[config.mk]
export PLATFORM = sky130hd
export DESIGN_NAME = scx_kernel
export DESIGN_NICKNAME = d
export VERILOG_FILES = /design/src/rtl/scx_pkg.sv /design/src/rtl/scx_kernel.sv
export SDC_FILE = /design/constraint.sdc
export NUM_CORES = 1
export LEC_CHECK = 0
export BUFFER_PORTS_ARGS = -buffer_cell sky130_fd_sc_hd__buf_2
export CAP_MARGIN = 40
export CORE_ASPECT_RATIO = 0.5
export CORE_MARGIN = 4
export CORE_UTILIZATION = 46
export DETAILED_ROUTE_END_ITERATION = 8
export PLACE_DENSITY_LB_ADDON = 0.12
export SYNTH_ARGS = -nofsm -noshare
export SYNTH_HDL_FRONTEND = slang
export SYNTH_SLANG_ARGS = --single-unit
[constraint.sdc]
create_clock -name vclk -period 4.1
set_input_delay 0.205 -clock vclk [all_inputs]
set_output_delay 0.205 -clock vclk [all_outputs]
set_load 0.01 [all_outputs]
[src/rtl/scx_pkg.sv]
// Shared types and constants of the masked Scale2x upscaler.
package scx_pkg;

    // Widths fixed by the pixel and register formats.
    localparam int CH_W  = 8;
    localparam int COL_W_RGB = 3 * CH_W;
    localparam int CFG_W = 9;

    // Configuration register indexes.
    typedef enum logic [0:0] {
        REG_ROW_WIDTH = 1'b0,
        REG_ROW_COUNT = 1'b1
    } t_reg_idx;

    // Register values after reset.
    localparam logic [CFG_W-1:0] ROW_WIDTH_RST = 9'd208;
    localparam logic [CFG_W-1:0] ROW_COUNT_RST = 9'd256;

    // One stored pixel; a transparent pixel is kept as all zeros.
    typedef struct packed {
        logic                 opaque;
        logic [COL_W_RGB-1:0] colour;
    } t_pix;

    localparam t_pix PIX_CLEAR = '0;

    // One column of the two line buffers.
    typedef struct packed {
        t_pix upper;
        t_pix centre;
    } t_entry;

    // One 2x2 output block.
    typedef struct packed {
        logic [COL_W_RGB-1:0] top_left_colour;
        logic                 top_left_opaque;
        logic [COL_W_RGB-1:0] top_right_colour;
        logic                 top_right_opaque;
        logic [COL_W_RGB-1:0] bottom_left_colour;
        logic                 bottom_left_opaque;
        logic [COL_W_RGB-1:0] bottom_right_colour;
        logic                 bottom_right_opaque;
        logic                 frame_done;
    } t_block;

endpackage

[src/rtl/scx_kernel.sv]
// Scale2x corner selection for one centre pixel with transparency masks.
module scx_kernel (
    input  scx_pkg::t_pix   i_b,
    input  scx_pkg::t_pix   i_d,
    input  scx_pkg::t_pix   i_e,
    input  scx_pkg::t_pix   i_f,
    input  scx_pkg::t_pix   i_h,
    input  logic            i_frame_done,
    output scx_pkg::t_block o_blk
);
    import scx_pkg::*;

    logic w_edge;
    t_pix w_tl;
    t_pix w_tr;
    t_pix w_bl;
    t_pix w_br;

    // Transparent pixels are stored as zero, so plain equality already
    // treats two transparent pixels as equal and never matches opaque ones.
    assign w_edge = i_e.opaque && (i_b != i_h) && (i_d != i_f);

    always_comb begin
        w_tl = i_e;
        w_tr = i_e;
        w_bl = i_e;
        w_br = i_e;
        if (w_edge) begin
            if (i_d == i_b) begin
                w_tl = i_d;
            end
            if (i_b == i_f) begin
                w_tr = i_f;
            end
            if (i_d == i_h) begin
                w_bl = i_d;
            end
            if (i_h == i_f) begin
                w_br = i_f;
            end
        end
    end

    // Pack the four corners into one output word.
    always_comb begin
        o_blk.top_left_colour     = w_tl.colour;
        o_blk.top_left_opaque     = w_tl.opaque;
        o_blk.top_right_colour    = w_tr.colour;
        o_blk.top_right_opaque    = w_tr.opaque;
        o_blk.bottom_left_colour  = w_bl.colour;
        o_blk.bottom_left_opaque  = w_bl.opaque;
        o_blk.bottom_right_colour = w_br.colour;
        o_blk.bottom_right_opaque = w_br.opaque;
        o_blk.frame_done          = i_frame_done;
    end

endmodule

==> results of run 1 <==
[path summary, 6_finish.rpt]
kind                   endpoint  slack (ps)  depth (start not counted)
worst max-delay path  o_blk[47]        1170                         10
worst min-delay path   o_blk[0]         410                          0
[Yosys cell counts, drive strengths merged]
library cell	n	area, um^2
o41ai	1	16.3
xnor2	79	692
xor2	71	622
nand3	3	15.0
nor4	18	119
nor2	2	7.51
nor3	9	65.1
nand4	22	138
buf	9	97.6
nand2	3	11.3
mux2	100	1160
[layer usage]
layer  GRT usage, %  vias to the layer above  routed length, um
li1               -                     1596                  -
met1           40.5                     1525               5260
met2           44.6                      182               5060
met3           5.06                        6               1330
met4              0                        2                 37
met5              0                        -                 13
[layout make-up]
cell class	count	share of cell area, %
repair buffers	231	28.2
multi-input cells	308	69.1
well taps	88	2.65
[cell usage in the layout (no fill, tap or decap), drive strengths merged]
master	Yosys	routed
buf	9	231
mux2	100	100
xnor2	79	79
xor2	71	71
nand4	22	22
nor4	18	18
nor3	9	9
nand3	3	3
nand2	3	3
nor2	2	2
o41ai	1	1
[cells by family (layout without fill, tap and decap cells)]
family / after synthesis / in the layout / synth area share [%]
simple gates: 57 / 57 / 12.1
buf+inv: 9 / 231 / 3.32
xor+xnor: 150 / 150 / 44.6
compound gates: 1 / 1 / 0.553
mux: 100 / 100 / 39.4
[report_power, final]
group / total, uW / internal (uW) / switching (uW)
registers: 0 / 0 / 0
logic: 432 / 202 / 230
clock network: 0 / 0 / 0
total: 432 / 202 / 230
[per-stage QoR]
stage / instances / hold WS (ps)
finish: 627 / 410
global route: 627 / 410
CTS: 627 / 410
detailed placement: 627 / 410
global placement: 627 / 410
floorplan: 317 / 502
==> results.md, run 1 <==
* CTS Hold Bufs at 0
* Final Slew Violations at 0
* Worst hold path type: in -> out
* Antenna Nets Post-Route at 0
* Synth warn at 0
* Pwr dens at 104 mW/mm^2
* PnR Total Power at 432 uW
* Tcrit/Tclk final at 71.4%
* Worst Path Arrival at 2720 ps
* Final WL at 11700 um
* Startpoint types: input port
* Worst slack at placement at 1220 ps
* VDD IR-drop max at 0.0000695 V
* Crit-path cells: buf_2 -> xor2_1 -> nor4_1 -> nand4_1 -> o41ai_2 -> buf_4 -> nor3_4 -> buf_4 -> mux2_4 -> buf_2
* Via Count at 3311
* CP endpoint kind: primary output
* Antenna diodes at 0
* CP bufs+invs at 4
* DRC Markers at 0
* Slew @ Worst Pin at 600 ps
* FF+latch count at 0
* Slew HR at 59.8%
* CP max-delay cell: nor4_1
* Status: finished, final reports clean
* Syn_nets at 443
* Yosys cell types at 15
* Core area at 0.00613 mm^2
* Final hold violations at 0
* Kind of critical path: in -> out
* Post-CTS Setup Bufs at 0
* Die width at 121 um
* Worst setup margin at 1170 ps
* Via/cell ratio at 5.28
* Post-Synthesis Cells at 317
* Post_cts resized at 0
* Chip height at 64.6 um
* Worst Path Max Fanout at 16
* Initial DRC Count at 168
* RSZ-0062 raised after global routing: false
* Final min period at 2930 ps
* Die area at 0.00782 mm^2
* Final HPWL DP at 10200 um
* Max cap viols at 0
* Layout cells sized above 1 at 62.5%
* Largest net degree at the start of global routing at 26
* Critical path launch point: i_f[12]
* Critical Path RT at 3890 ps
* CP top delay family: simple AND/OR/NAND/NOR gates
* Drt first pass iters at 5
* Synth-to-layout area growth at 41.1%
* I/O pin count at 227
* Final core utilization at 67.7%
* Vias in the first global route at 3185
* Avg Inst Size Synth at 9.28 um^2
* Static leakage at 0.00181 uW
* F_max at 342 MHz
* Max stage delay on crit path at 530 ps
* Port buffer count at 225
* Fin Setup TNS at 0 ps
* Fill count at 588
* Number of clock buffers in the layout at 0
* Initial antenna violation count at 1
* Initial core utilization at 48.0%
* Final Setup Violations at 0
* Nets at 667
* Post-synthesis sequential area ratio at 0%
* GR Overflow Total at 0
* Tot GR Track Use at 27.7%
* Register area at 0 um^2
* First-pass GRT wire length at 17200 um
* Post-Synthesis Cell Area at 0.00294 mm^2
* Gpl congestion at 0.916
* WL/cell at 18.7 um
* Multi-input gate area at 0.00287 mm^2
* Row cnt at 20
* Area after DPL at 0.00415 mm^2
* Final Cell Area at 0.00415 mm^2
* Hold path start: i_frame_done
No activity file was read; power rests on OpenSTA's default activity.
==> run 2, diff against run 1 <==
--- a/config.mk
+++ b/config.mk
@@ -9,7 +9,7 @@
 export CAP_MARGIN = 40
 export CORE_ASPECT_RATIO = 0.5
 export CORE_MARGIN = 4
-export CORE_UTILIZATION = 46
+export CORE_UTILIZATION = 42
 export DETAILED_ROUTE_END_ITERATION = 8
 export PLACE_DENSITY_LB_ADDON = 0.12
 export SYNTH_ARGS = -nofsm -noshare
==> constraint.sdc (replaced) <==
create_clock -name vclk -period 2.9
set_input_delay 0.145 -clock vclk [all_inputs]
set_output_delay 0.145 -clock vclk [all_outputs]
set_load 0.01 [all_outputs]
==> run 2 against run 1 <==
Against the previous run:
- die area increased by 8.6%
- routed wire length up 2.5%
- highest routed layer is now met4
- worst hold slack worse by 120 ps
- critical path depth shrank 1
==> results.md, run 2 (synthesized netlist as in run 1, its figures left out) <==
* Status: finished, final reports clean
* Commonest non-fill, non-tap cells in the layout: buf_2, mux2_2, xnor2_1, xor2_1, buf_4
* Row cnt at 21 (+5.0%)
* Final Setup Violations at 0 (unchanged)
* DRC Markers at 0 (unchanged)
* WL/cell at 17.9 um (-4.3%)
* Slew @ Worst Pin at 766 ps (+165 ps)
* CP max-delay cell: nor3_4
* Via/cell ratio at 5.05 (-4.4%)
* First-pass GRT wire length at 17300 um (+0.36%)
* Crit-path cells: buf_2 -> xnor2_1 -> nand4_1 -> nor4_1 -> nand4_1 -> nor3_4 -> buf_4 -> mux2_2 -> buf_2
* Number of clock buffers in the layout at 0 (unchanged)
* Tot GR Track Use at 25.7% (-1.9 points)
* Inst Count DP at 671 (+7.0%)
* FF+latch count at 0 (unchanged)
* Nets at 707 (+6.0%)
* Multi-input gate area at 0.00288 mm^2 (+0.22%)
* Chip height at 67.2 um (+4.1%)
* Final HPWL DP at 10700 um (+4.3%)
* Port buffer count at 225 (unchanged)
* RSZ-0062 raised after global routing: false
* Core area at 0.00675 mm^2 (+10%)
* VDD IR-drop max at 0.0000957 V (+38%)
* Area after DPL at 0.00449 mm^2 (+8.2%)
* Vias in the first global route at 3181 (-0.13%)
* Via Count at 3388 (+2.3%)
* Worst hold path type: in -> out
* Worst Path Max Fanout at 8 (-8)
* CP bufs+invs at 3 (-1)
* Final WL at 12000 um (+2.5%)
* I/O pin count at 227 (unchanged)
* Final hold violations at 0 (unchanged)
* Tcrit/Tclk final at 94.4%
* Kind of critical path: in -> out
* Largest net degree at the start of global routing at 18 (-31%)
* Layout cells sized above 1 at 65.3% (+2.8 points)
* Initial antenna violation count at 0 (-1)
* Worst Path Arrival at 2590 ps (-130 ps)
* Final Cell Area at 0.00450 mm^2 (+8.3%)
* GR Overflow Total at 0 (unchanged)
* Gpl congestion at 1.01 (+10%)
* CP endpoint kind: primary output
* Final cell count without fillers at 671 (+7.0%)
* Static leakage at 0.00201 uW (+11%)
* Max stage delay on crit path at 500 ps (-30 ps)
* Initial core utilization at 43.6% (-4.4 points)
* Most common cell after layout, fill and taps aside: buf_2
* Die area at 0.00849 mm^2 (+8.6%)
* Startpoint types: input port
* Slew HR at 48.8% (-11 points)
* Critical Path RT at 2760 ps (-1130 ps)
* Antenna Nets Post-Route at 0 (unchanged)
* Synth-to-layout area growth at 52.8%
* Post-CTS Setup Bufs at 0 (unchanged)
* Initial DRC Count at 135 (-20%)
* Max cap viols at 0 (unchanged)
* Fill count at 616 (+4.8%)
* Final Slew Violations at 0 (unchanged)
* Drt first pass iters at 4 (-1)
* Antenna diodes at 0 (unchanged)
* Pwr dens at 145 mW/mm^2 (+39%)
* F_max at 365 MHz
* CP top delay family: simple AND/OR/NAND/NOR gates
* Register area at 0 um^2 (unchanged)
* Die width at 126 um (+4.3%)
* Fin Setup TNS at 0 ps (unchanged)
* Final min period at 2740 ps
run 2: cell count changes in the layout (fill, tap and decap cells not counted), sizes merged:
| cell | delta |
|---|---|
| buf | +40 |
run 2: report_power, final:
| part | switching, uW | internal (uW) | total, uW |
|---|---|---|---|
| Combinational | 336 | 317 | 653 |
| Clock | 0 | 0 | 0 |
| Sequential | 0 | 0 | 0 |
run 2: area by class of cell:
class                      count  share of cell area (%)
tap                           92                    2.56
multi-input combinational    308                    64.0
timing repair buffer         271                    33.5
run 2: repair_timing:
item | in CTS | in global routing
hold buffers | 0 | 0
setup endpoints to repair | 0 | 10
resized for setup | 0 | 1
run 2: path summary, 6_finish.rpt:
path / start / end / slack, ps / depth (start not counted)
worst max-delay path: i_f[21] / o_blk[16] / 160 / 9
worst min-delay path: i_frame_done / o_blk[0] / 290 / 0
run 2: stage by stage:
| step | worst slack (ps) | power (uW) | hold slack (ps) | utilization, % |
|---|---|---|---|---|
| global route | 37.3 | 698 | 290 | 66.6 |
| detailed placement | 112 | 642 | 290 | 66.5 |
| global placement | -251 | 640 | 290 | 65.7 |
| finish | 163 | 653 | 290 | 66.6 |
| floorplan | 816 | 295 | 382 | - |
| CTS | 99.8 | 647 | 290 | 66.5 |
run 2: metal layers:
layer,routed length (um),global-route usage [%],up-vias
met1,5770,37.8,1564
met5,0,0,-
met2,5090,40.3,135
met3,1120,6.16,4
li1,-,-,1685
met4,16,0.535,0
==> run 3, diff against run 2 <==
--- a/config.mk
+++ b/config.mk
@@ -8,7 +8,6 @@
 export BUFFER_PORTS_ARGS = -buffer_cell sky130_fd_sc_hd__buf_2
 export CAP_MARGIN = 40
 export CORE_ASPECT_RATIO = 0.5
-export CORE_MARGIN = 4
 export CORE_UTILIZATION = 42
 export DETAILED_ROUTE_END_ITERATION = 8
 export PLACE_DENSITY_LB_ADDON = 0.12
==> run 3 against run 2 <==
Against the previous run:
- worst hold slack barely moved
- utilization fell by 2.4 points
- first-iteration DRC count rose by 38%
- die area fell by 13%
- non-clock buffer count fell by 22
- global-route usage rose by 3.8 points
- sequential share of layout area did not move
- routed wire length fell by 5.2%
- design area fell by 4.0%
==> results.md, run 3 (synthesized netlist as in run 1, its figures left out) <==
* Row cnt at 21 (unchanged)
* Multi-input gate area at 0.00288 mm^2 (unchanged)
* Commonest non-fill, non-tap cells in the layout: buf_2, mux2_2, xnor2_1, xor2_1
* Fill count at 663 (+7.6%)
* Antenna Nets Post-Route at 0 (unchanged)
* Final Cell Area at 0.00432 mm^2 (-4.0%)
* Status: finished, final reports clean
* Worst Path Arrival at 2580 ps (about the same)
* Slew @ Worst Pin at 409 ps (-357 ps)
* RSZ-0062 raised after global routing: false
* Final HPWL DP at 9920 um (-7.0%)
* Final hold violations at 0 (unchanged)
* Initial core utilization at 43.7% (+0.17 points)
* Register area at 0 um^2 (unchanged)
* Fin Setup TNS at 0 ps (unchanged)
* Initial antenna violation count at 0 (unchanged)
* Tot GR Track Use at 29.5% (+3.8 points)
* Seq pwr share at 0% (unchanged)
* Static leakage at 0.00190 uW (-5.5%)
* Clock share of power at 0% (unchanged)
* Gpl congestion at 1.04 (+3.0%)
* Number of clock buffers in the layout at 0 (unchanged)
* Via Count at 3318 (-2.1%)
* Net Switching at 329 uW (-2.0%)
* WL/cell at 17.5 um (-2.0%)
* Tcrit/Tclk final at 94.0% (-0.38 points)
* Most common cell after layout, fill and taps aside: buf_2
* Startpoint types: input port
* Layout cells sized above 1 at 63.9% (-1.4 points)
* Final Setup Violations at 0 (unchanged)
* Hold Worst Slack at 290 ps (+0.00100 ps)
* Worst Path Max Fanout at 23 (+15)
* Switching Share at 52.4% (+1.0 points)
* Area after DPL at 0.00430 mm^2 (-4.3%)
* Die width at 120 um (-4.7%)
* F_max at 367 MHz (+0.40%)
* Die area at 0.00737 mm^2 (-13%)
* Synth-to-layout area growth at 46.7%
* Initial DRC Count at 186 (+38%)
* Final Slew Violations at 0 (unchanged)
* Pwr dens at 145 mW/mm^2 (+0.13%)
* CP endpoint kind: primary output
* GR Overflow Total at 0 (unchanged)
* Drt first pass iters at 4 (unchanged)
* Chip height at 61.2 um (-8.9%)
* Kind of critical path: in -> out
* Critical Path RT at 2760 ps (about the same)
* First-pass GRT wire length at 16400 um (-4.9%)
* Nets at 685 (-3.1%)
* Port buffer count at 225 (unchanged)
* Combinational share of power at 100.0% (about the same)
* Vias in the first global route at 2989 (-6.0%)
* Final min period at 2730 ps (-10.9 ps)
* VDD IR-drop max at 0.0000811 V (-15%)
* DRC Markers at 0 (unchanged)
* Internal at 299 uW (-5.9%)
* FF+latch count at 0 (unchanged)
* Via/cell ratio at 5.11 (+1.3%)
* Antenna diodes at 0 (unchanged)
* Largest net degree at the start of global routing at 24 (+6)
* Worst hold path type: in -> out
* Max cap viols at 0 (unchanged)
* Core area at 0.00673 mm^2 (-0.39%)
* Slew HR at 72.5% (+24 points)
* Final WL at 11400 um (-5.2%)
* I/O pin count at 227 (unchanged)
## run 3: cell type report
| cell class | instances | area share, % |
|---|---|---|
| tap | 92 | 2.67 |
| multi-input combinational | 308 | 66.6 |
| timing repair buffer | 249 | 30.7 |
## run 3: path summary, 6_finish.rpt
check / endpoint / slack [ps] / from / cells past startpoint
worst max-delay path: o_blk[53] / 170 / i_f[21] / 10
worst min-delay path: o_blk[0] / 290 / i_frame_done / 0
## run 3: worst max-delay path, cell delays in order
cell	delay, ps
buf_2	110
buf_4	140
xnor2_1	280
nand4_1	210
nor4_1	450
nand4_1	220
nor3_4	270
buf_12	230
mux2_2	360
buf_2	140
## run 3: power groups by stage
stage	Sequential (uW)	Combinational, uW	Clock (uW)
2_1_floorplan	0	295	0
3_3_place_gp	0	615	0
3_5_place_dp	0	618	0
4_1_cts	0	623	0
5_1_grt	0	677	0
6_report	0	628	0
## run 3: per-stage QoR
step                      total power, uW  util [%]  instances  worst slack (ps)
after floorplan                       295         -        317               816
after global placement                615      63.7        646              28.4
after detailed placement              618      63.9        647              42.2
after CTS                             623      63.9        647              40.0
after global routing                  677      64.2        649              56.9
final                                 628      64.2        649               174
## run 3: routing by layer
metal / up-vias / GRT usage (%) / wire length, um
met5: - / 0 / 0
met4: 0 / 0.882 / 52
met3: 4 / 3.89 / 1010
met2: 140 / 47.9 / 4900
met1: 1546 / 43.8 / 5410
li1: 1628 / - / -
## run 3: what timing repair did
item / 4_1_cts / 5_1_grt
gates resized for setup: 0 / 1
setup buffers: 0 / 2
endpoints found under the setup margin: 0 / 13
endpoints found under the hold margin: 0 / 0
hold buffers: 0 / 0
