--- src/rtl/scx_pkg.sv ---
// Shared types and constants of the masked Scale2x upscaler.
package scx_pkg;

    // Widths fixed by the pixel and register formats.
    localparam int CH_W  = 8;
    localparam int COL_W_RGB = 3 * CH_W;
    localparam int CFG_W = 9;

    // Configuration register indexes.
    typedef enum logic [0:0] {
        REG_ROW_WIDTH = 1'b0,
        REG_ROW_COUNT = 1'b1
    } t_reg_idx;

    // Register values after reset.
    localparam logic [CFG_W-1:0] ROW_WIDTH_RST = 9'd208;
    localparam logic [CFG_W-1:0] ROW_COUNT_RST = 9'd256;

    // One stored pixel; a transparent pixel is kept as all zeros.
    typedef struct packed {
        logic                 opaque;
        logic [COL_W_RGB-1:0] colour;
    } t_pix;

    localparam t_pix PIX_CLEAR = '0;

    // One column of the two line buffers.
    typedef struct packed {
        t_pix upper;
        t_pix centre;
    } t_entry;

    // One 2x2 output block.
    typedef struct packed {
        logic [COL_W_RGB-1:0] top_left_colour;
        logic                 top_left_opaque;
        logic [COL_W_RGB-1:0] top_right_colour;
        logic                 top_right_opaque;
        logic [COL_W_RGB-1:0] bottom_left_colour;
        logic                 bottom_left_opaque;
        logic [COL_W_RGB-1:0] bottom_right_colour;
        logic                 bottom_right_opaque;
        logic                 frame_done;
    } t_block;

endpackage

--- src/rtl/scx_cell.sv ---
// One column cell of the rotating line-buffer ring (upper and centre pixel).
module scx_cell #(
    parameter int MAX_ROW_WIDTH = 256,
    parameter int IDX           = 0
) (
    input  logic                               i_clk,
    input  logic                               i_shift,
    input  logic [$clog2(MAX_ROW_WIDTH)-1:0]   i_last_col,
    input  scx_pkg::t_entry                    i_next,
    input  scx_pkg::t_entry                    i_wrap,
    output scx_pkg::t_entry                    o_entry
);
    import scx_pkg::*;

    localparam int COL_W = $clog2(MAX_ROW_WIDTH);
    localparam logic [COL_W-1:0] MY_COL = COL_W'(IDX);

    t_entry r_entry;
    t_entry n_entry;
    logic   w_active;

    // Cells past the last column in use hold their contents.
    assign w_active = (MY_COL <= i_last_col);

    // The last active cell closes the ring with the newly written column;
    // every other active cell takes its right neighbor.
    always_comb begin
        n_entry = r_entry;
        if (i_shift && w_active) begin
            if (MY_COL == i_last_col) begin
                n_entry = i_wrap;
            end else begin
                n_entry = i_next;
            end
        end
    end

    always_ff @(posedge i_clk) begin
        r_entry <= n_entry;
    end

    assign o_entry = r_entry;

endmodule

--- config.mk ---
export PLATFORM = sky130hd
export DESIGN_NAME = scx_cell
export DESIGN_NICKNAME = d
export VERILOG_FILES = /design/src/rtl/scx_pkg.sv /design/src/rtl/scx_cell.sv
export SDC_FILE = /design/constraint.sdc
export NUM_CORES = 1
export LEC_CHECK = 0
export BUFFER_PORTS_ARGS = -buffer_cell sky130_fd_sc_hd__clkbuf_2
export CAP_MARGIN = 20
export CORE_MARGIN = 3
export CORE_UTILIZATION = 41
export DETAILED_ROUTE_END_ITERATION = 8
export PLACE_DENSITY = 0.84
export SLEW_MARGIN = 30
export SYNTH_ARGS = -nofsm -noshare
export SYNTH_HDL_FRONTEND = slang
export SYNTH_SLANG_ARGS = --single-unit
--- constraint.sdc ---
create_clock -name i_clk -period 1.7 [get_ports i_clk]
set_input_delay 0.34 -clock i_clk [delete_from_list [all_inputs] [get_ports i_clk]]
set_output_delay 0.34 -clock i_clk [all_outputs]
set_load 0.05 [all_outputs]
==> results of run 1 <==
==> cell families (layout without fill, tap and decap cells) <==
group,Yosys count,count (layout),share of synthesized area [%]
AND/OR/NAND/NOR,3,3,0.699
buffers and inverters,5,173,2.42
flip-flops,50,50,64.6
multiplexers,50,50,32.3
==> area by class of cell <==
type                            instances  area, um2  share of cell area [%]
Timing Repair Buffer                  165        878                    26.2
Multi-Input combinational cell         53        774                    23.1
Tap cell                               70       87.6                    2.62
Sequential cell                        50       1500                    44.8
Clock buffer                            7       76.3                    2.28
Clock inverter                          1       30.0                   0.897
==> synth_stat cells <==
cell type and number:
nor4_1 2, nand2_1 1, buf_6 5, edfxtp_1 50, mux2_4 50
==> layer usage <==
metal | part of all wire [%] | routed length, um | vias to the layer above
li1 | - | - | 758
met1 | 34 | 1900 | 709
met2 | 52 | 2900 | 101
met3 | 12 | 650 | 6
met4 | 1.5 | 81 | 0
met5 | 0 | 0 | -
==> worst min-delay path by stage <==
stage / depth (start not counted) / startpoint / slack, ps / endpoint
detailed placement: 2 / i_wrap[25] / 640 / o_entry[25]
CTS: 2 / i_next[18] / 330 / o_entry[18]
finish: 2 / i_next[48] / 340 / o_entry[48]
floorplan: 0 / i_shift / 450 / o_entry[0]
global route: 2 / i_wrap[48] / 320 / o_entry[48]
global placement: 2 / i_next[34] / 640 / o_entry[34]
==> power by group through the flow <==
stage	Clock [mW]	Sequential [mW]	Combinational, mW
floorplan	0	1.87	0.0951
global placement	0	1.52	0.689
detailed placement	0	1.52	0.701
CTS	0.825	1.49	0.703
global route	0.883	1.50	0.728
finish	0.793	1.49	0.695
==> stage by stage <==
stage	setup WS (ps)	instances	hold WS, ps	TNS [ps]	power [mW]
after global routing	282	346	320	0	3.11
after floorplan	173	108	452	0	1.96
after CTS	300	346	330	0	3.02
final	293	346	343	0	2.98
after global placement	31.5	338	641	0	2.20
after detailed placement	-9.26	338	644	-23.2	2.22
==> flow_summary.json, run 1 <==
{
  "status": "complete, no violations",
  "rsz0062_at_grt": "false",
  "ir_drop_v": 0.000421,
  "clock_path_buffers": 2,
  "final_cell_mix": "159 x clkbuf_2, 50 x mux2_4, 50 x edfxtp_1, 5 x clkbuf_8",
  "power.switching_uw": 837,
  "cp_slowest_cell": "mux2_4",
  "cts_hold_buf": 0,
  "slowest_delay_ps": 310,
  "antenna_found_initial": 0,
  "gp_congestion": 0.739,
  "die_width_um": 81.3,
  "grt_pass1_vias": 1606,
  "cts_root_buf": "clkbuf_8",
  "num-fill-cells": 390,
  "dr.pass1.iters": 4,
  "detail_route.vias_per_cell": 4.55,
  "finalInstanceArea_mm2": 0.00335,
  "fmax_mhz": 711,
  "clk_pin_slew_ps": 80,
  "pwr-share-seq_pct": 50.0,
  "cp.required_ps": 1740,
  "core_mm2": 0.00530,
  "critPathBufInv": 3,
  "dr.first_iter.drc_count": 48,
  "syn_inst": 108,
  "drive_gt1_share_pct": 80.4,
  "overflow": 0,
  "tightest_slew_ps": 307,
  "synth_area_mm2": 0.00232,
  "diodes": 0,
  "rows": 26,
  "clockPowerShare_pct": 26.6,
  "syn_to_final_growth_pct": 44.0,
  "hold_viol": 0,
  "power_density_mw_per_mm2": 889,
  "vias": 1574,
  "ys_top_cells_by_area": "edfxtp_1 65%, mux2_4 32%, buf_6 2.4%",
  "netlist-cell-type-count": 5,
  "htreeDepth": 2,
  "wl_per_cell_um": 16.0,
  "worstSetupPathDepth": 6,
  "intPower_mw": 2.14,
  "endpoint": "o_entry[27]",
  "gr-max-usage-layer": "met2",
  "ys_ff_latch": 50,
  "grt_use_met2_pct": 30.2,
  "cts_tree": "built",
  "post_dp_cell_area_mm2": 0.00324,
  "grtUsageMet1_pct": 16.7,
  "finalSetupViolations": 0,
  "start_util_pct": 43.8,
  "final-max-slew-violation-count": 0,
  "startpoint": "i_last_col[1]",
  "grt.total_usage_pct": 16.4,
  "synth_top_area_share_pct": 64.6,
  "wl_um": 5540,
  "die_h_um": 81.3,
  "layout.nets": 385,
  "drc": 0,
  "yosys_warnings": 0,
  "crit_family": "buffers and inverters",
  "hold_path.class": "in2reg",
  "syn_nets": 218,
  "numCtsBuffers": 5,
  "switching_share_pct": 28.1,
  "grt_max_degree": 51,
  "post_cts_buffers": 0,
  "largest_register_ffs": 50,
  "crit_chain": "clkbuf_2 -> nor4_1 -> buf_4 -> nand2_4 -> buf_12 -> mux2_4",
  "power_frac_comb_pct": 23.3,
  "path_class": "in2reg",
  "use_met3_pct": 6.21,
  "crit_path_max_fanout": 23,
  "final_common_cell": "clkbuf_2",
  "port_buffers": 159,
  "final_core_util_pct": 63.1,
  "ioPinCount": 160,
  "fin_crit_sh_pct": 82.8,
  "drv_cap": 0,
  "cts-resized-gates": 0,
  "die_area_mm2": 0.00661,
  "yosysSeqAreaShare_pct": 64.6,
  "cp-end-kind": "flip-flop",
  "avgSynthCellArea_um2": 21.5,
  "p_leak_nw": 1.75,
  "cp-start-kind": "primary input",
  "yosysTopAreaCell": "edfxtp_1",
  "period_needed_ps": 1410,
  "relSlewSlack_pct": 79.6,
  "antenna_left": 0,
  "grt_pass1_wl_um": 7910,
  "place_hpwl_um": 4580,
  "clock-sinks": 50,
  "crit_arrival_ps": 1450
}
Note: power is estimated with default switching activity, not from simulation.
==> run 2: changes to the inputs <==
--- a/config.mk
+++ b/config.mk
@@ -8,9 +8,9 @@
 export BUFFER_PORTS_ARGS = -buffer_cell sky130_fd_sc_hd__clkbuf_2
 export CAP_MARGIN = 20
 export CORE_MARGIN = 3
-export CORE_UTILIZATION = 41
+export CORE_UTILIZATION = 37
 export DETAILED_ROUTE_END_ITERATION = 8
-export PLACE_DENSITY = 0.84
+export PLACE_DENSITY = 0.8
 export SLEW_MARGIN = 30
 export SYNTH_ARGS = -nofsm -noshare
 export SYNTH_HDL_FRONTEND = slang
==> constraint.sdc (replaced) <==
create_clock -name i_clk -period 1.2 [get_ports i_clk]
set_input_delay 0.24 -clock i_clk [delete_from_list [all_inputs] [get_ports i_clk]]
set_output_delay 0.24 -clock i_clk [all_outputs]
set_load 0.05 [all_outputs]
==> run 2 against run 1 <==
  * The run now ends with setup timing left
  * Largest power group unchanged
  * Cell area increased by 2.1%
  * Largest cell class unchanged
  * Total power up 51%
  * Sequential power increased by 42%
  * Die area grew 10%
  * Worst setup slack got worse by 340 ps
==> flow_summary.json, run 2 (same netlist as run 1, synthesis figures left out) <==
{
  "hold_path.class": "in2reg",
  "final_common_cell": "clkbuf_2",
  "clk_pin_slew_ps": 90,
  "numCtsBuffers": 5,
  "path_class": "in2reg",
  "cp.required_ps": 1250,
  "vias": 1549,
  "dr.first_iter.drc_count": 40,
  "fmax_mhz": 803,
  "cp_slowest_cell": "nor4_4",
  "ir_drop_v": 0.000539,
  "power_density_mw_per_mm2": 1310,
  "setup_ws_ps": -45.4,
  "status": "finished, violations left",
  "period_needed_ps": 1250,
  "timing.hold.ws_ps": 233,
  "layout.nets": 383,
  "drive_gt1_share_pct": 81.4,
  "cts_hold_buf": 0,
  "crit_family": "simple AND/OR/NAND/NOR gates",
  "violations": "setup timing",
  "grt_pass1_vias": 1651,
  "detail_route.vias_per_cell": 4.44,
  "cts_root_buf": "clkbuf_8",
  "clockPowerShare_pct": 30.6,
  "power_frac_comb_pct": 22.4,
  "drc": 0,
  "final_cell_mix": "136 x clkbuf_2, 50 x mux2_4, 50 x edfxtp_1, 16 x buf_2",
  "cp-end-kind": "flip-flop",
  "antenna_left": 0,
  "grt.total_usage_pct": 14.3,
  "switching_share_pct": 27.6,
  "clock-sinks": 50,
  "largest_register_ffs": 50,
  "grt_pass1_wl_um": 7860,
  "tightest_slew_ps": 310,
  "intPower_mw": 3.25,
  "dr.pass1.iters": 4,
  "relSlewSlack_pct": 79.4,
  "hold_viol": 0,
  "rsz0062_at_grt": "true",
  "syn_to_final_growth_pct": 47.0,
  "rows": 28,
  "place_hpwl_um": 4360,
  "grt_max_degree": 32,
  "ioPinCount": 160,
  "core_mm2": 0.00599,
  "cp-start-kind": "primary input",
  "crit_chain": "clkbuf_2 -> nor4_4 -> nand2_4 -> buf_12 -> mux2_4",
  "htreeDepth": 2,
  "fin_crit_sh_pct": 104,
  "pwr-share-seq_pct": 47.0,
  "finalSetupViolations": 41,
  "clock_path_buffers": 2,
  "critPathBufInv": 2,
  "slowest_delay_ps": 320,
  "die_width_um": 85.3,
  "port_buffers": 159,
  "die_area_mm2": 0.00727,
  "gp_congestion": 0.700,
  "wl_um": 5290,
  "start_util_pct": 38.8,
  "cts_tree": "built",
  "p_leak_nw": 1.76,
  "pre_cts_slack_ps": -366,
  "crit_arrival_ps": 1300,
  "power.switching_mw": 1.24,
  "antenna_found_initial": 1,
  "die_h_um": 85.3,
  "wl_per_cell_um": 15.1,
  "crit_path_max_fanout": 30,
  "overflow": 0,
  "drv_cap": 0,
  "final_core_util_pct": 57.0,
  "final-max-slew-violation-count": 0,
  "diodes": 0
}
-- run 2: cell types whose count changed in the layout (fill, tap and decap cells not counted), sizes merged --
cell,change
buf,+19
bufinv,+1
clkinv,+1
clkbuf,-23
-- run 2: layout make-up --
cell class,count,area (um2)
Multi-Input combinational cell,53,805
Clock buffer,5,68.8
Timing Repair Buffer,163,885
Sequential cell,50,1500
Fill cell,496,2570
Tap cell,75,93.8
Clock inverter,3,63.8
-- run 2: worst paths after layout --
path,start,end,depth (start not counted)
worst max-delay path,i_last_col[1],o_entry[1],5
worst min-delay path,i_next[34],o_entry[34],2
-- run 2: through the flow --
step	TNS, ps	power [mW]	std cells	area [um2]
after detailed placement	-16980	3.16	341	3260
final	-944	4.49	349	3420
after floorplan	-8270	2.78	108	2360
after CTS	-588	4.53	349	3400
after global routing	-1250	4.66	349	3420
after global placement	-15750	3.14	341	3260
-- run 2: repair_timing --
item	4_1_cts	5_1_grt
setup buffers	0	0
resized for setup	3	27
endpoints found under the setup margin	36	70
pin swaps	0	1
-- run 2: per-layer routing --
| metal | global-route usage (%) | part of all wire [%] | vias up |
|---|---|---|---|
| li1 | - | - | 753 |
| met1 | 16.2 | 35 | 690 |
| met2 | 24.9 | 51 | 98 |
| met3 | 5.63 | 12 | 6 |
| met4 | 4.32 | 0.98 | 2 |
| met5 | 0 | 0.34 | - |
-- run 2: power groups by stage --
stage	Clock, mW	Combinational (mW)	Sequential [mW]
floorplan	0	0.138	2.64
global placement	0	0.992	2.15
detailed placement	0	1.01	2.15
CTS	1.41	1.01	2.11
global route	1.48	1.06	2.12
finish	1.37	1.01	2.11
==> run 3: changes to the inputs <==
--- a/config.mk
+++ b/config.mk
@@ -8,9 +8,10 @@
 export BUFFER_PORTS_ARGS = -buffer_cell sky130_fd_sc_hd__clkbuf_2
 export CAP_MARGIN = 20
 export CORE_MARGIN = 3
-export CORE_UTILIZATION = 37
+export CORE_UTILIZATION = 39
+export CTS_BUF_LIST = sky130_fd_sc_hd__clkbuf_8
 export DETAILED_ROUTE_END_ITERATION = 8
-export PLACE_DENSITY = 0.8
+export PLACE_DENSITY = 0.83
 export SLEW_MARGIN = 30
 export SYNTH_ARGS = -nofsm -noshare
 export SYNTH_HDL_FRONTEND = slang
==> run 3 against run 2 <==
  * The run still ends with setup timing left
  * Sequential power is essentially flat
  * Worst hold slack gained 9.2 ps
  * Critical path type unchanged
  * Utilization increased by 3.3 points
  * Total power is 5.5% lower
  * Die area decreased by 4.8%
  * Clock-buffer cell count unchanged
  * Highest routed layer is now met3
  * Combinational power about the same
  * Critical endpoint is now o_entry[2]
==> flow_summary.json, run 3 (same netlist as run 1, synthesis figures left out) <==
{
  "wl_per_cell_um": 15.1,
  "core_mm2": 0.00564,
  "rows": 27,
  "largest_register_ffs": 50,
  "clock_path_buffers": 2,
  "drv_cap": 0,
  "rsz0062_at_grt": "true",
  "final_cell_mix": "144 x clkbuf_2, 50 x mux2_4, 50 x edfxtp_1, 11 x buf_2, 5 x clkbuf_8",
  "cp-start-kind": "primary input",
  "fin_crit_sh_pct": 103,
  "p_leak_nw": 1.76,
  "detail_route.vias_per_cell": 4.52,
  "pre_cts_slack_ps": -349,
  "grt_pass1_vias": 1630,
  "layout.nets": 384,
  "tightest_slew_ps": 298,
  "antenna_left": 0,
  "power_density_mw_per_mm2": 1250,
  "violations": "setup timing",
  "port_buffers": 159,
  "fmax_mhz": 808,
  "diodes": 0,
  "final_common_cell": "clkbuf_2",
  "cts_tree": "built",
  "dr.pass1.iters": 4,
  "cp_slowest_cell": "nor4_4",
  "cts_hold_buf": 0,
  "slowest_delay_ps": 310,
  "power_mw": 4.24,
  "multi_input_area_um2": 805,
  "num-fill-cells": 441,
  "crit_path_max_fanout": 25,
  "cp.required_ps": 1240,
  "clockPowerShare_pct": 26.6,
  "setup_ws_ps": -37.8,
  "cts_root_buf": "clkbuf_8",
  "switching_share_pct": 28.4,
  "start_util_pct": 41.2,
  "cp-end-kind": "flip-flop",
  "hold_viol": 0,
  "post_cts_buffers": 0,
  "grt_pass1_wl_um": 8290,
  "grt_max_degree": 33,
  "ff_latch_area_mm2": 0.00150,
  "timing.hold.ws_ps": 243,
  "power.switching_mw": 1.20,
  "htreeDepth": 2,
  "final.setup.tns_ps": -921,
  "drc": 0,
  "status": "finished, violations left",
  "antenna_found_initial": 0,
  "final-max-slew-violation-count": 0,
  "power_frac_comb_pct": 23.6,
  "period_needed_ps": 1240,
  "die_width_um": 83.2,
  "gp_congestion": 0.807,
  "die_area_mm2": 0.00692,
  "die_h_um": 83.2,
  "wl_um": 5230,
  "pwr-share-seq_pct": 49.8,
  "numCtsBuffers": 5,
  "clk_pin_slew_ps": 90,
  "crit_chain": "clkbuf_2 -> nor4_4 -> nand2_4 -> buf_12 -> mux2_4",
  "ir_drop_v": 0.000460,
  "clock-sinks": 50,
  "relSlewSlack_pct": 80.2,
  "overflow": 0,
  "ioPinCount": 160,
  "drive_gt1_share_pct": 81.8,
  "hold_path.class": "in2reg",
  "dr.first_iter.drc_count": 36,
  "cts-resized-gates": 2,
  "intPower_mw": 3.04,
  "grt.total_usage_pct": 15.2,
  "crit_arrival_ps": 1280,
  "syn_to_final_growth_pct": 46.4,
  "place_hpwl_um": 4310,
  "finalSetupViolations": 46,
  "vias": 1568,
  "path_class": "in2reg"
}
## run 3: cell types whose count changed in the layout (fill, tap and decap cells not counted), sizes merged
cell    before  now
clkinv       1    2
bufinv       2    1
clkbuf     143  149
buf         25   20
## run 3: critical path: cells and delay by family
family                 cells  cell delay, ps
multiplexers               1             310
AND/OR/NAND/NOR            2             420
buffers and inverters      2             290
## run 3: layer usage
| layer | share of wire [%] | vias to the layer above | global-route usage, % |
|---|---|---|---|
| li1 | - | 754 | - |
| met5 | 0 | - | 0 |
| met3 | 9.0 | 0 | 4.27 |
| met2 | 55 | 93 | 26.9 |
| met4 | 0 | 0 | 4.01 |
| met1 | 36 | 721 | 18.0 |
## run 3: per-stage QoR
step / instances / instance area [um2] / util [%]
floorplan: 108 / 2360 / -
global placement: 339 / 3270 / 57.9
detailed placement: 339 / 3270 / 57.9
CTS: 347 / 3380 / 60.0
global route: 347 / 3400 / 60.3
finish: 347 / 3400 / 60.3
## run 3: path summary, 6_finish.rpt
| kind | startpoint | endpoint | slack [ps] | cells after the start |
|---|---|---|---|---|
| setup / recovery | i_last_col[5] | o_entry[2] | -40 | 5 |
| hold / removal | i_next[3] | o_entry[3] | 240 | 2 |
## run 3: cell type report
class / count / area share (%)
clock buffers: 5 / 2.02
repair buffers: 164 / 26.4
multi-input cells: 53 / 23.6
flip-flops and latches: 50 / 44.1
well taps: 72 / 2.65
clock inverters: 3 / 1.18
## run 3: power by group through the flow
stage	logic [mW]	clock network, mW	registers, mW
global route	1.05	1.25	2.13
finish	1.00	1.13	2.11
CTS	1.00	1.16	2.12
global placement	0.983	0	2.15
detailed placement	0.996	0	2.16
floorplan	0.138	0	2.64
